==> src/hdl/pos_pkg.sv <==
// ----------------------------------------------------------------------------
// pos_pkg
// Shared types and constants for the power output supervisor.
// ----------------------------------------------------------------------------
package pos_pkg;

  localparam logic [2:0] OP_SAMPLE  = 3'd0;
  localparam logic [2:0] OP_ENABLE  = 3'd1;
  localparam logic [2:0] OP_DISABLE = 3'd2;
  localparam logic [2:0] OP_CLEAR   = 3'd3;
  localparam logic [2:0] OP_REPORT  = 3'd4;

  localparam logic [2:0] FLT_NONE     = 3'd0;
  localparam logic [2:0] FLT_ABS_OV   = 3'd1;
  localparam logic [2:0] FLT_TIMEOUT  = 3'd2;
  localparam logic [2:0] FLT_NO_INPUT = 3'd3;
  localparam logic [2:0] FLT_UV       = 3'd4;
  localparam logic [2:0] FLT_OV       = 3'd5;
  localparam logic [2:0] FLT_OC       = 3'd6;
  localparam logic [2:0] FLT_OT       = 3'd7;

  localparam logic [1:0] PH_OFF  = 2'd0;
  localparam logic [1:0] PH_SOFT = 2'd1;
  localparam logic [1:0] PH_RUN  = 2'd2;

  localparam int unsigned StableBandMv = 100;

endpackage

==> src/hdl/power_output_supervisor_core.sv <==
// ----------------------------------------------------------------------------
// power_output_supervisor_core
// Soft-start and run-time supervision of a switched power output.
// ----------------------------------------------------------------------------
// Every word except a report passes through the execute state and then the
// output state (S_OUT). A report with samples runs the three averages one after
// another through a single bit-serial divider, which sets how long a report
// takes; no new input word is taken until the result word has been accepted.
// Statistics sums are COUNT_BITS+16 bits wide.
module power_output_supervisor_core #(
  parameter int unsigned COUNT_BITS = 20,
  parameter int unsigned TIME_BITS  = 20
) (
  input  logic        clk_i,
  input  logic        rst_ni,
  // configuration
  input  logic        psel,
  input  logic        penable,
  input  logic        pwrite,
  input  logic [4:0]  paddr,
  input  logic [31:0] pwdata,
  output logic [31:0] prdata,
  output logic        pready,
  // input word
  input  logic        in_valid_i,
  output logic        in_stall_o,
  input  logic [2:0]  operation_i,
  input  logic [15:0] voltage_mv_i,
  input  logic [15:0] current_ma_i,
  input  logic signed [11:0] temperature_dc_i,
  input  logic [15:0] delta_us_i,
  // result word
  output logic        out_valid_o,
  input  logic        out_stall_i,
  output logic        output_enabled_o,
  output logic [2:0]  fault_code_o,
  output logic [15:0] vmax_o,
  output logic [15:0] vmin_o,
  output logic [15:0] vmean_o,
  output logic [15:0] imax_o,
  output logic [15:0] imin_o,
  output logic [15:0] imean_o,
  output logic signed [11:0] tmax_o,
  output logic signed [11:0] tmin_o,
  output logic signed [11:0] tmean_o,
  output logic [19:0] sample_count_o
);
  import pos_pkg::*;

  localparam int unsigned SumBits = COUNT_BITS + 16;
  localparam logic [TIME_BITS-1:0] TimeMax = '1;
  localparam logic [COUNT_BITS-1:0] CountMax = '1;

  // sequencer states
  localparam logic [2:0] S_IDLE = 3'd0;
  localparam logic [2:0] S_EXEC = 3'd1;
  localparam logic [2:0] S_DIV  = 3'd2;
  localparam logic [2:0] S_WAIT = 3'd3;
  localparam logic [2:0] S_OUT  = 3'd4;

  // configuration registers
  logic [15:0] uvl_q, cl_q, uvlev_q, nil_q, amax_q;
  logic signed [11:0] tl_q;
  logic [19:0] win_q, tmo_q;
  logic cfg_wr;

  assign pready = 1'b1;
  assign cfg_wr = psel & penable & pwrite;

  always_ff @(posedge clk_i or negedge rst_ni) begin
    if (!rst_ni) begin
      uvl_q <= 16'd17000; cl_q <= 16'd20000; tl_q <= 12'sd900;
      uvlev_q <= 16'd4500; nil_q <= 16'd1000; amax_q <= 16'd18000;
      win_q <= 20'd5000; tmo_q <= 20'd100000;
    end else if (cfg_wr) begin
      unique case (paddr[4:2])
        3'd0: uvl_q <= pwdata[15:0];
        3'd1: cl_q <= pwdata[15:0];
        3'd2: tl_q <= pwdata[11:0];
        3'd3: uvlev_q <= pwdata[15:0];
        3'd4: nil_q <= pwdata[15:0];
        3'd5: amax_q <= pwdata[15:0];
        3'd6: win_q <= pwdata[19:0];
        3'd7: tmo_q <= pwdata[19:0];
        default: ;
      endcase
    end
  end

  always_comb begin
    unique case (paddr[4:2])
      3'd0: prdata = {16'd0, uvl_q};
      3'd1: prdata = {16'd0, cl_q};
      3'd2: prdata = {{20{tl_q[11]}}, tl_q};
      3'd3: prdata = {16'd0, uvlev_q};
      3'd4: prdata = {16'd0, nil_q};
      3'd5: prdata = {16'd0, amax_q};
      3'd6: prdata = {12'd0, win_q};
      3'd7: prdata = {12'd0, tmo_q};
      default: prdata = '0;
    endcase
  end

  // state
  logic [2:0] st_q;
  logic [1:0] phase_q;
  logic [15:0] prev_q;
  logic [TIME_BITS-1:0] settle_q, stable_q;
  logic stab_run_q;
  logic [15:0] maxv_q, minv_q, maxc_q, minc_q;
  logic signed [11:0] maxt_q, mint_q;
  logic [SumBits-1:0] sumv_q, sumc_q;
  logic signed [SumBits-1:0] sumt_q;
  logic [COUNT_BITS-1:0] cnt_q;
  // latched input word
  logic [2:0] op_q;
  logic [15:0] v_q, c_q, dt_q;
  logic signed [11:0] t_q;
  // report
  logic [1:0] dsel_q;
  logic [15:0] av_q, ac_q;
  logic signed [11:0] at_q;
  logic [2:0] fault_q;

  // divider
  logic div_start, div_done;
  logic [SumBits-1:0] div_num, div_quot;
  logic neg_t;

  assign neg_t = sumt_q[SumBits-1];
  always_comb begin
    unique case (dsel_q)
      2'd0: div_num = sumv_q;
      2'd1: div_num = sumc_q;
      default: div_num = neg_t ? SumBits'(-sumt_q) : sumt_q;
    endcase
  end

  pos_divider #(.NumBits(SumBits), .DenBits(COUNT_BITS)) u_div (
    .clk_i, .rst_ni, .start_i(div_start), .num_i(div_num), .den_i(cnt_q),
    .done_o(div_done), .quot_o(div_quot)
  );

  assign in_stall_o  = (st_q != S_IDLE);
  assign out_valid_o = (st_q == S_OUT);
  assign div_start   = (st_q == S_DIV);

  // time arithmetic
  logic [TIME_BITS:0] settle_sum, stable_sum;
  logic [TIME_BITS-1:0] settle_new, stable_new;
  logic [15:0] diff, vlim;
  logic stable_hit;

  assign settle_sum = {1'b0, settle_q} + (TIME_BITS+1)'(dt_q);
  assign stable_sum = {1'b0, stable_q} + (TIME_BITS+1)'(dt_q);
  assign settle_new = settle_sum[TIME_BITS] ? TimeMax : settle_sum[TIME_BITS-1:0];
  assign stable_new = stable_sum[TIME_BITS] ? TimeMax : stable_sum[TIME_BITS-1:0];
  assign diff = (v_q > prev_q) ? v_q - prev_q : prev_q - v_q;
  assign stable_hit = diff < 16'(StableBandMv);
  assign vlim = (uvl_q < amax_q) ? uvl_q : amax_q;

  // sequencer and datapath
  always_ff @(posedge clk_i or negedge rst_ni) begin
    if (!rst_ni) begin
      st_q <= S_IDLE; phase_q <= PH_OFF; prev_q <= '0;
      settle_q <= '0; stable_q <= '0; stab_run_q <= 1'b0;
      maxv_q <= 16'd0; minv_q <= 16'hFFFF; maxc_q <= 16'd0; minc_q <= 16'hFFFF;
      maxt_q <= -12'sd1000; mint_q <= 12'sd2000;
      sumv_q <= '0; sumc_q <= '0; sumt_q <= '0; cnt_q <= '0;
      fault_q <= FLT_NONE; dsel_q <= '0;
      av_q <= '0; ac_q <= '0; at_q <= '0;
      op_q <= '0; v_q <= '0; c_q <= '0; dt_q <= '0; t_q <= '0;
    end else begin
      unique case (st_q)
        S_IDLE: if (in_valid_i) begin
          op_q <= operation_i; v_q <= voltage_mv_i; c_q <= current_ma_i;
          t_q <= temperature_dc_i; dt_q <= delta_us_i;
          fault_q <= FLT_NONE; av_q <= '0; ac_q <= '0; at_q <= '0;
          st_q <= S_EXEC;
        end
        S_EXEC: begin
          // a report with samples goes on to the divider
          st_q <= (op_q == OP_REPORT && cnt_q != '0) ? S_DIV : S_OUT;
          unique case (op_q)
            OP_SAMPLE: begin
              if (phase_q == PH_SOFT) begin
                settle_q <= settle_new;
                if (v_q > amax_q) begin
                  fault_q <= FLT_ABS_OV; phase_q <= PH_OFF; stab_run_q <= 1'b0;
                end else begin
                  prev_q <= v_q;
                  if (stable_hit && stab_run_q && (TIME_BITS+1)'(stable_new) >
                      (TIME_BITS+1)'(win_q)) begin
                    stable_q <= stable_new; stab_run_q <= 1'b0;
                    if (v_q < nil_q) begin
                      fault_q <= FLT_NO_INPUT; phase_q <= PH_OFF;
                    end else if (v_q < uvlev_q) begin
                      fault_q <= FLT_UV; phase_q <= PH_OFF;
                    end else begin
                      phase_q <= PH_RUN;
                      maxv_q <= 16'd0; minv_q <= 16'hFFFF;
                      maxc_q <= 16'd0; minc_q <= 16'hFFFF;
                      maxt_q <= -12'sd1000; mint_q <= 12'sd2000;
                      sumv_q <= '0; sumc_q <= '0; sumt_q <= '0; cnt_q <= '0;
                    end
                  end else begin
                    if (stable_hit) stable_q <= stab_run_q ? stable_new : '0;
                    if ((TIME_BITS+1)'(settle_new) > (TIME_BITS+1)'(tmo_q)) begin
                      fault_q <= FLT_TIMEOUT; phase_q <= PH_OFF; stab_run_q <= 1'b0;
                    end else begin
                      stab_run_q <= stable_hit;
                    end
                  end
                end
              end else if (phase_q == PH_RUN) begin
                priority if (v_q > vlim) begin
                  fault_q <= FLT_OV; phase_q <= PH_OFF; stab_run_q <= 1'b0;
                end else if (v_q < uvlev_q) begin
                  fault_q <= FLT_UV; phase_q <= PH_OFF; stab_run_q <= 1'b0;
                end else if (c_q > cl_q) begin
                  fault_q <= FLT_OC; phase_q <= PH_OFF; stab_run_q <= 1'b0;
                end else if (t_q > tl_q) begin
                  fault_q <= FLT_OT; phase_q <= PH_OFF; stab_run_q <= 1'b0;
                end else begin
                  if (v_q > maxv_q) maxv_q <= v_q;
                  if (v_q < minv_q) minv_q <= v_q;
                  if (c_q > maxc_q) maxc_q <= c_q;
                  if (c_q < minc_q) minc_q <= c_q;
                  if (t_q > maxt_q) maxt_q <= t_q;
                  if (t_q < mint_q) mint_q <= t_q;
                  if (cnt_q != CountMax) begin
                    sumv_q <= sumv_q + SumBits'(v_q);
                    sumc_q <= sumc_q + SumBits'(c_q);
                    sumt_q <= sumt_q + SumBits'(t_q);
                    cnt_q <= cnt_q + 1'b1;
                  end
                end
              end
            end
            OP_ENABLE: if (phase_q == PH_OFF) begin
              phase_q <= PH_SOFT; prev_q <= v_q; settle_q <= '0;
              stable_q <= '0; stab_run_q <= 1'b0;
            end
            OP_DISABLE: begin
              phase_q <= PH_OFF; stab_run_q <= 1'b0;
            end
            OP_CLEAR: begin
              maxv_q <= 16'd0; minv_q <= 16'hFFFF;
              maxc_q <= 16'd0; minc_q <= 16'hFFFF;
              maxt_q <= -12'sd1000; mint_q <= 12'sd2000;
              sumv_q <= '0; sumc_q <= '0; sumt_q <= '0; cnt_q <= '0;
            end
            OP_REPORT: dsel_q <= 2'd0;
            default: ;
          endcase
        end
        S_DIV: st_q <= S_WAIT;
        S_WAIT: if (div_done) begin
          unique case (dsel_q)
            2'd0: begin av_q <= div_quot[15:0]; dsel_q <= 2'd1; st_q <= S_DIV; end
            2'd1: begin ac_q <= div_quot[15:0]; dsel_q <= 2'd2; st_q <= S_DIV; end
            default: begin
              at_q <= neg_t ? 12'(-div_quot[11:0]) : div_quot[11:0];
              st_q <= S_OUT;
            end
          endcase
        end
        S_OUT: if (!out_stall_i) st_q <= S_IDLE;
        default: st_q <= S_IDLE;
      endcase
    end
  end

  assign output_enabled_o = (phase_q != PH_OFF);
  assign fault_code_o = fault_q;
  assign vmax_o = maxv_q;
  assign vmin_o = minv_q;
  assign vmean_o = av_q;
  assign imax_o = maxc_q;
  assign imin_o = minc_q;
  assign imean_o = ac_q;
  assign tmax_o = maxt_q;
  assign tmin_o = mint_q;
  assign tmean_o = at_q;
  assign sample_count_o = (COUNT_BITS > 20 && (cnt_q >> 20) != '0) ? 20'hFFFFF :
                          20'(cnt_q);
endmodule

==> src/hdl/pos_divider.sv <==
// ----------------------------------------------------------------------------
// pos_divider
// Shared restoring divider, one quotient bit per cycle, unsigned magnitudes.
// ----------------------------------------------------------------------------
module pos_divider #(
  parameter int unsigned NumBits = 36,
  parameter int unsigned DenBits = 20
) (
  input  logic               clk_i,
  input  logic               rst_ni,
  input  logic               start_i,
  input  logic [NumBits-1:0] num_i,
  input  logic [DenBits-1:0] den_i,
  output logic               done_o,
  output logic [NumBits-1:0] quot_o
);
  localparam int unsigned CntBits = $clog2(NumBits + 1);

  logic [NumBits-1:0] quot_q, quot_d;
  logic [DenBits:0]   rem_q, rem_d;
  logic [DenBits-1:0] den_q, den_d;
  logic [CntBits-1:0] cnt_q, cnt_d;
  logic               busy_q, busy_d, done_q, done_d;
  logic [DenBits:0]   trial;

  // one shift/subtract step
  always_comb begin
    quot_d = quot_q;
    rem_d  = rem_q;
    den_d  = den_q;
    cnt_d  = cnt_q;
    busy_d = busy_q;
    done_d = 1'b0;
    trial  = {rem_q[DenBits-1:0], quot_q[NumBits-1]};
    if (start_i) begin
      quot_d = num_i;
      rem_d  = '0;
      den_d  = den_i;
      cnt_d  = CntBits'(NumBits);
      busy_d = 1'b1;
    end else if (busy_q) begin
      if (trial >= {1'b0, den_q}) begin
        rem_d = trial - {1'b0, den_q};
        quot_d = {quot_q[NumBits-2:0], 1'b1};
      end else begin
        rem_d = trial;
        quot_d = {quot_q[NumBits-2:0], 1'b0};
      end
      cnt_d = cnt_q - 1'b1;
      if (cnt_q == CntBits'(1)) begin
        busy_d = 1'b0;
        done_d = 1'b1;
      end
    end
  end

  always_ff @(posedge clk_i or negedge rst_ni) begin
    if (!rst_ni) begin
      busy_q <= 1'b0;
      done_q <= 1'b0;
      cnt_q  <= '0;
    end else begin
      busy_q <= busy_d;
      done_q <= done_d;
      cnt_q  <= cnt_d;
    end
  end

  always_ff @(posedge clk_i) begin
    quot_q <= quot_d;
    rem_q  <= rem_d;
    den_q  <= den_d;
  end

  assign done_o = done_q;
  assign quot_o = quot_q;
endmodule

==> config.mk <==
export PLATFORM = sky130hd
export DESIGN_NAME = power_output_supervisor_core
export DESIGN_NICKNAME = d
export VERILOG_FILES = /design/src/hdl/pos_pkg.sv /design/src/hdl/power_output_supervisor_core.sv /design/src/hdl/pos_divider.sv
export SDC_FILE = /design/constraint.sdc
export NUM_CORES = 2
export LEC_CHECK = 0
export BUFFER_PORTS_ARGS = -buffer_cell sky130_fd_sc_hd__buf_2
export CAP_MARGIN = 20
export CELL_PAD_IN_SITES_DETAIL_PLACEMENT = 0
export CELL_PAD_IN_SITES_GLOBAL_PLACEMENT = 1
export CORE_MARGIN = 4
export CORE_UTILIZATION = 40
export CTS_CLUSTER_DIAMETER = 50
export DETAILED_ROUTE_END_ITERATION = 16
export PLACE_DENSITY_LB_ADDON = 0.1
export SETUP_SLACK_MARGIN = 0.05
export SLEW_MARGIN = 10
export SYNTH_ARGS = -nofsm -noshare
export SYNTH_HDL_FRONTEND = slang
export SYNTH_SLANG_ARGS = --single-unit
==> constraint.sdc <==
create_clock -name clk_i -period 13.32 [get_ports clk_i]
set_input_delay 1.332 -clock clk_i [delete_from_list [all_inputs] [get_ports clk_i]]
set_output_delay 1.332 -clock clk_i [all_outputs]
set_load 0.01 [all_outputs]
==> impl_metrics.csv <==
group,metric,value,unit
outcome,status,"finished clean",
die,die_x,326,um
timing,min_period_over_period,55.4,%
detailed_routing,detail-route-antenna-nets,0,
cts,clock_tree.root_cell,"clkbuf_16",
grt,grt_pass1_vias,33000,
detailed_routing,drtIter0Drc,1928,
power_and_ir_drop,combPwrFrac,51.4,%
finish,design_area,46800,um^2
power_and_ir_drop,clkPwrFrac,22.3,%
timing,relSlewSlack,29.3,%
yosys,yosysWarnings,0,
yosys,ys_seq_area_share,38.2,%
critical_path,setup.worst_path.end_class,"register",
yosys,synth.avg_cell_area,9.22,um^2
detailed_routing,drc,0,
critical_path,critPathSlowestCell,"o2bb2ai_1",
power_and_ir_drop,power_density,270,nW/um^2
power_and_ir_drop,vdd_drop_max,129,uV
placed_design,placed_area,43100,um^2
detailed_routing,vias_per_cell,5.51,
yosys,synthCells,4386,
detailed_routing,post_drt_wl_per_cell,21.7,um
yosys,yosys-top-cells-area,"dfrtp_1 28%, ha_1 12%, dfstp_2 5.4%, nand2_1 4.5%, o21ai_0 4.4%",
detailed_routing,wl,130000,um
grt,grtUsageTotal,24.2,%
power_and_ir_drop,p_sw,5610,uW
detailed_routing,drtPass1Iterations,5,
yosys,async_flop_share,87.5,%
yosys,yosysTopAreaCell,"dfrtp_1",
die,ios,298,
finish,nets,5137,
power_and_ir_drop,pwr-share-seq,26.3,%
grt,grt-ovfl-total,0,
critical_path,worstSetupStartpointType,"register",
critical_path,setup.worst_path.class,"reg2reg",
cts,tritoncts,"built",
timing,clock_skew,30.1,ps
power_and_ir_drop,p_int,7050,uW
yosys,ys_ff_latch,606,
grt,grt_max_degree,149,
critical_path,cp.arrival,7930,ps
critical_path,crit_fanout,51,
finish,post-route-util,46.7,%
cts,cts_setup_buffers,0,
die,start_util,40.4,%
finish,area_delta_synth_final,15.8,%
placed_design,port_buffers,282,
cts,numCtsBuffers,103,
critical_path,required,13870,ps
finish,n_antenna_cell,0,
cts,htree_levels,3,
hold_path,hold_path.class,"reg2reg",
die,rows,116,
critical_path,cpPeakStageDelay,700,ps
placed_design,place_ws,5920,ps
timing,hold_violations,0,
cts,clk_pin_slew_worst_paths,50,ps
timing,clock.fmax,136,MHz
yosys,synth-edff-count,56,
timing,tightestPinTransition,1060,ps
yosys,synth_cell_types,94,
grt,antenna_found_initial,1,
flow_run,maxCapViolCount,0,
cts,post_cts_resized,0,
cts,cts.sinks,606,
power_and_ir_drop,p_leak,0.0224,uW
timing,setup_slack,5940,ps
cts,worst_skew_pair.late_latency,690,ps
timing,slew_violations,0,
timing,setup_tns,0,ps
timing,final.min_clock_period,7380,ps
power_and_ir_drop,total_power,12700,uW
yosys,synthesis.nets,4887,
cts,hold_buffers,0,
power_and_ir_drop,swShare,44.3,%
die,die_height,326,um
timing,rsz0062_at_grt,"no",
cts,clock_path_buffers,3,
die,die_area,106000,um^2
placed_design,dpl.hpwl,95200,um
yosys,netlist_area,40400,um^2
finish,n_fill_cell,9798,
detailed_routing,vias,33200,
die,coreArea,100000,um^2
finish,drive_above_1_share,17.1,%
placed_design,gp_congestion,0.876,
yosys,synth_ff_type,"dfrtp_1",
grt,grt_first_pass_wirelength,201000,um
yosys,yosysTopAreaCellShare,27.7,%
timing,finalSetupViolCount,0,
[state kept, by name, indices dropped and copies added, names as in the netlist, 20 cells and up]
signal and flops:
u_div.den_q 20, sumt_q 36, u_div.quot_o 36, stable_q 20, settle_q 20, win_q 20
tmo_q 20, u_div.rem_q 20, sample_count_o 20, sumv_q 36, sumc_q 36
[final cells by class]
class / instances / area (um^2) / share of cell area (%)
multi-input cells: 3251 / 22900 / 49.0
clock inverters: 69 / 891 / 1.90
repair buffers: 342 / 1910 / 4.09
inverters: 332 / 1250 / 2.66
well taps: 1298 / 1620 / 3.47
flip-flops and latches: 606 / 15500 / 33.0
clock buffers: 125 / 2770 / 5.92
[metal layers]
metal  wire length, um  GRT usage [%]
met1             57500           31.3
met2             65100           42.7
met3              4260           2.94
met4              3530           6.47
met5                 0              0
[logic make-up after synthesis]
| family | count (synthesis) | synth area share, % |
|---|---|---|
| simple gates | 1213 | 13.7 |
| compound gates | 1190 | 18.8 |
| flops | 606 | 38.2 |
| buf+inv | 529 | 5.26 |
| fa+ha+maj | 394 | 12.3 |
| mux | 305 | 8.52 |
| xor+xnor | 148 | 3.21 |
| other cells | 1 | 0.00928 |
[worst max-delay path, delay by kind of cell, from the launching register on]
family	cells	cell delay, ps
AOI/OAI and AO/OA	13	2530
DFF	1	440
buffers and inverters	5	1580
muxes	1	400
and+or+nand+nor	6	1330
adders and majority gates	3	940
[worst paths after layout]
kind	start	end	cells past startpoint	slack (ps)
max reg2reg	dt_q[0]	sumt_q[32]	28	5940
min	tmean_o[7]	tmean_o[7]	2	470
min reg2reg	tmean_o[7]	tmean_o[7]	2	470
min in group asynchronous	rst_ni	imean_o[8]	1	630
max	dt_q[0]	sumt_q[32]	28	5940
max in group asynchronous	rst_ni	prev_q[11]	3	10460
[power groups by stage]
stage / logic (uW) / clock network [uW] / registers, uW
6_report: 6500 / 2830 / 3330
3_5_place_dp: 6480 / 0 / 3370
5_1_grt: 7360 / 2970 / 3410
2_1_floorplan: 4760 / 0 / 3080
4_1_cts: 6520 / 2890 / 3340
3_3_place_gp: 6430 / 0 / 3360
[cell usage in the layout, fill, tap and decap left out, types with 13 or more instances in the layout]
master / n
dfxtp_1: 20
mux2i_1: 135
o211ai_1: 15
a21o_1: 124
inv_1: 331
buf_2: 281
nor2_1: 308
ha_1: 388
nor4_1: 19
dfrtp_1: 445
a22o_1: 37
buf_4: 55
and2_1: 18
o21ai_0: 358
nand2b_1: 42
and3_1: 33
a211o_1: 13
or3_1: 29
a31oi_1: 64
o21a_1: 57
clkbuf_16: 104
mux2_2: 134
mux2_1: 20
edfxtp_1: 56
nand3_1: 65
nand2_1: 487
xnor2_1: 95
a211oi_1: 31
inv_6: 15
nor3_1: 58
dfstp_2: 83
mux4_2: 16
a21oi_1: 262
o21bai_1: 15
xor2_1: 53
o31ai_1: 54
nand4_1: 57
nor2b_1: 31
bufinv_16: 14
[stage by stage]
stage | hold WS [ps] | cells
after floorplan | 442 | 4386
after global placement | 458 | 5825
after detailed placement | 462 | 5826
after CTS | 474 | 6020
after global routing | 495 | 6023
final | 469 | 6023
[synth_stat cells (13+ instances only)]
| master | count |
|---|---|
| o21a_1 | 57 |
| a21o_1 | 124 |
| a211oi_1 | 31 |
| or3_1 | 29 |
| buf_4 | 18 |
| and2_1 | 18 |
| nand3_1 | 65 |
| dfstp_2 | 83 |
| edfxtp_1 | 56 |
| o31ai_1 | 54 |
| inv_1 | 331 |
| clkbuf_1 | 145 |
| nor3_1 | 61 |
| o21ai_0 | 358 |
| a21oi_1 | 264 |
| nand4_1 | 57 |
| nand2b_1 | 43 |
| mux2_2 | 134 |
| mux2_1 | 20 |
| a211o_1 | 13 |
| o21bai_1 | 16 |
| dfrtp_1 | 447 |
| nor2b_1 | 32 |
| nor4_1 | 19 |
| a22o_1 | 37 |
| mux4_2 | 16 |
| mux2i_1 | 135 |
| nand2_1 | 487 |
| and3_1 | 33 |
| dfxtp_1 | 20 |
| o211ai_1 | 15 |
| a31oi_1 | 64 |
| nor2_1 | 311 |
| xor2_1 | 53 |
| xnor2_1 | 95 |
| ha_1 | 388 |
| buf_2 | 17 |
No activity file was read; power rests on OpenSTA's default activity.
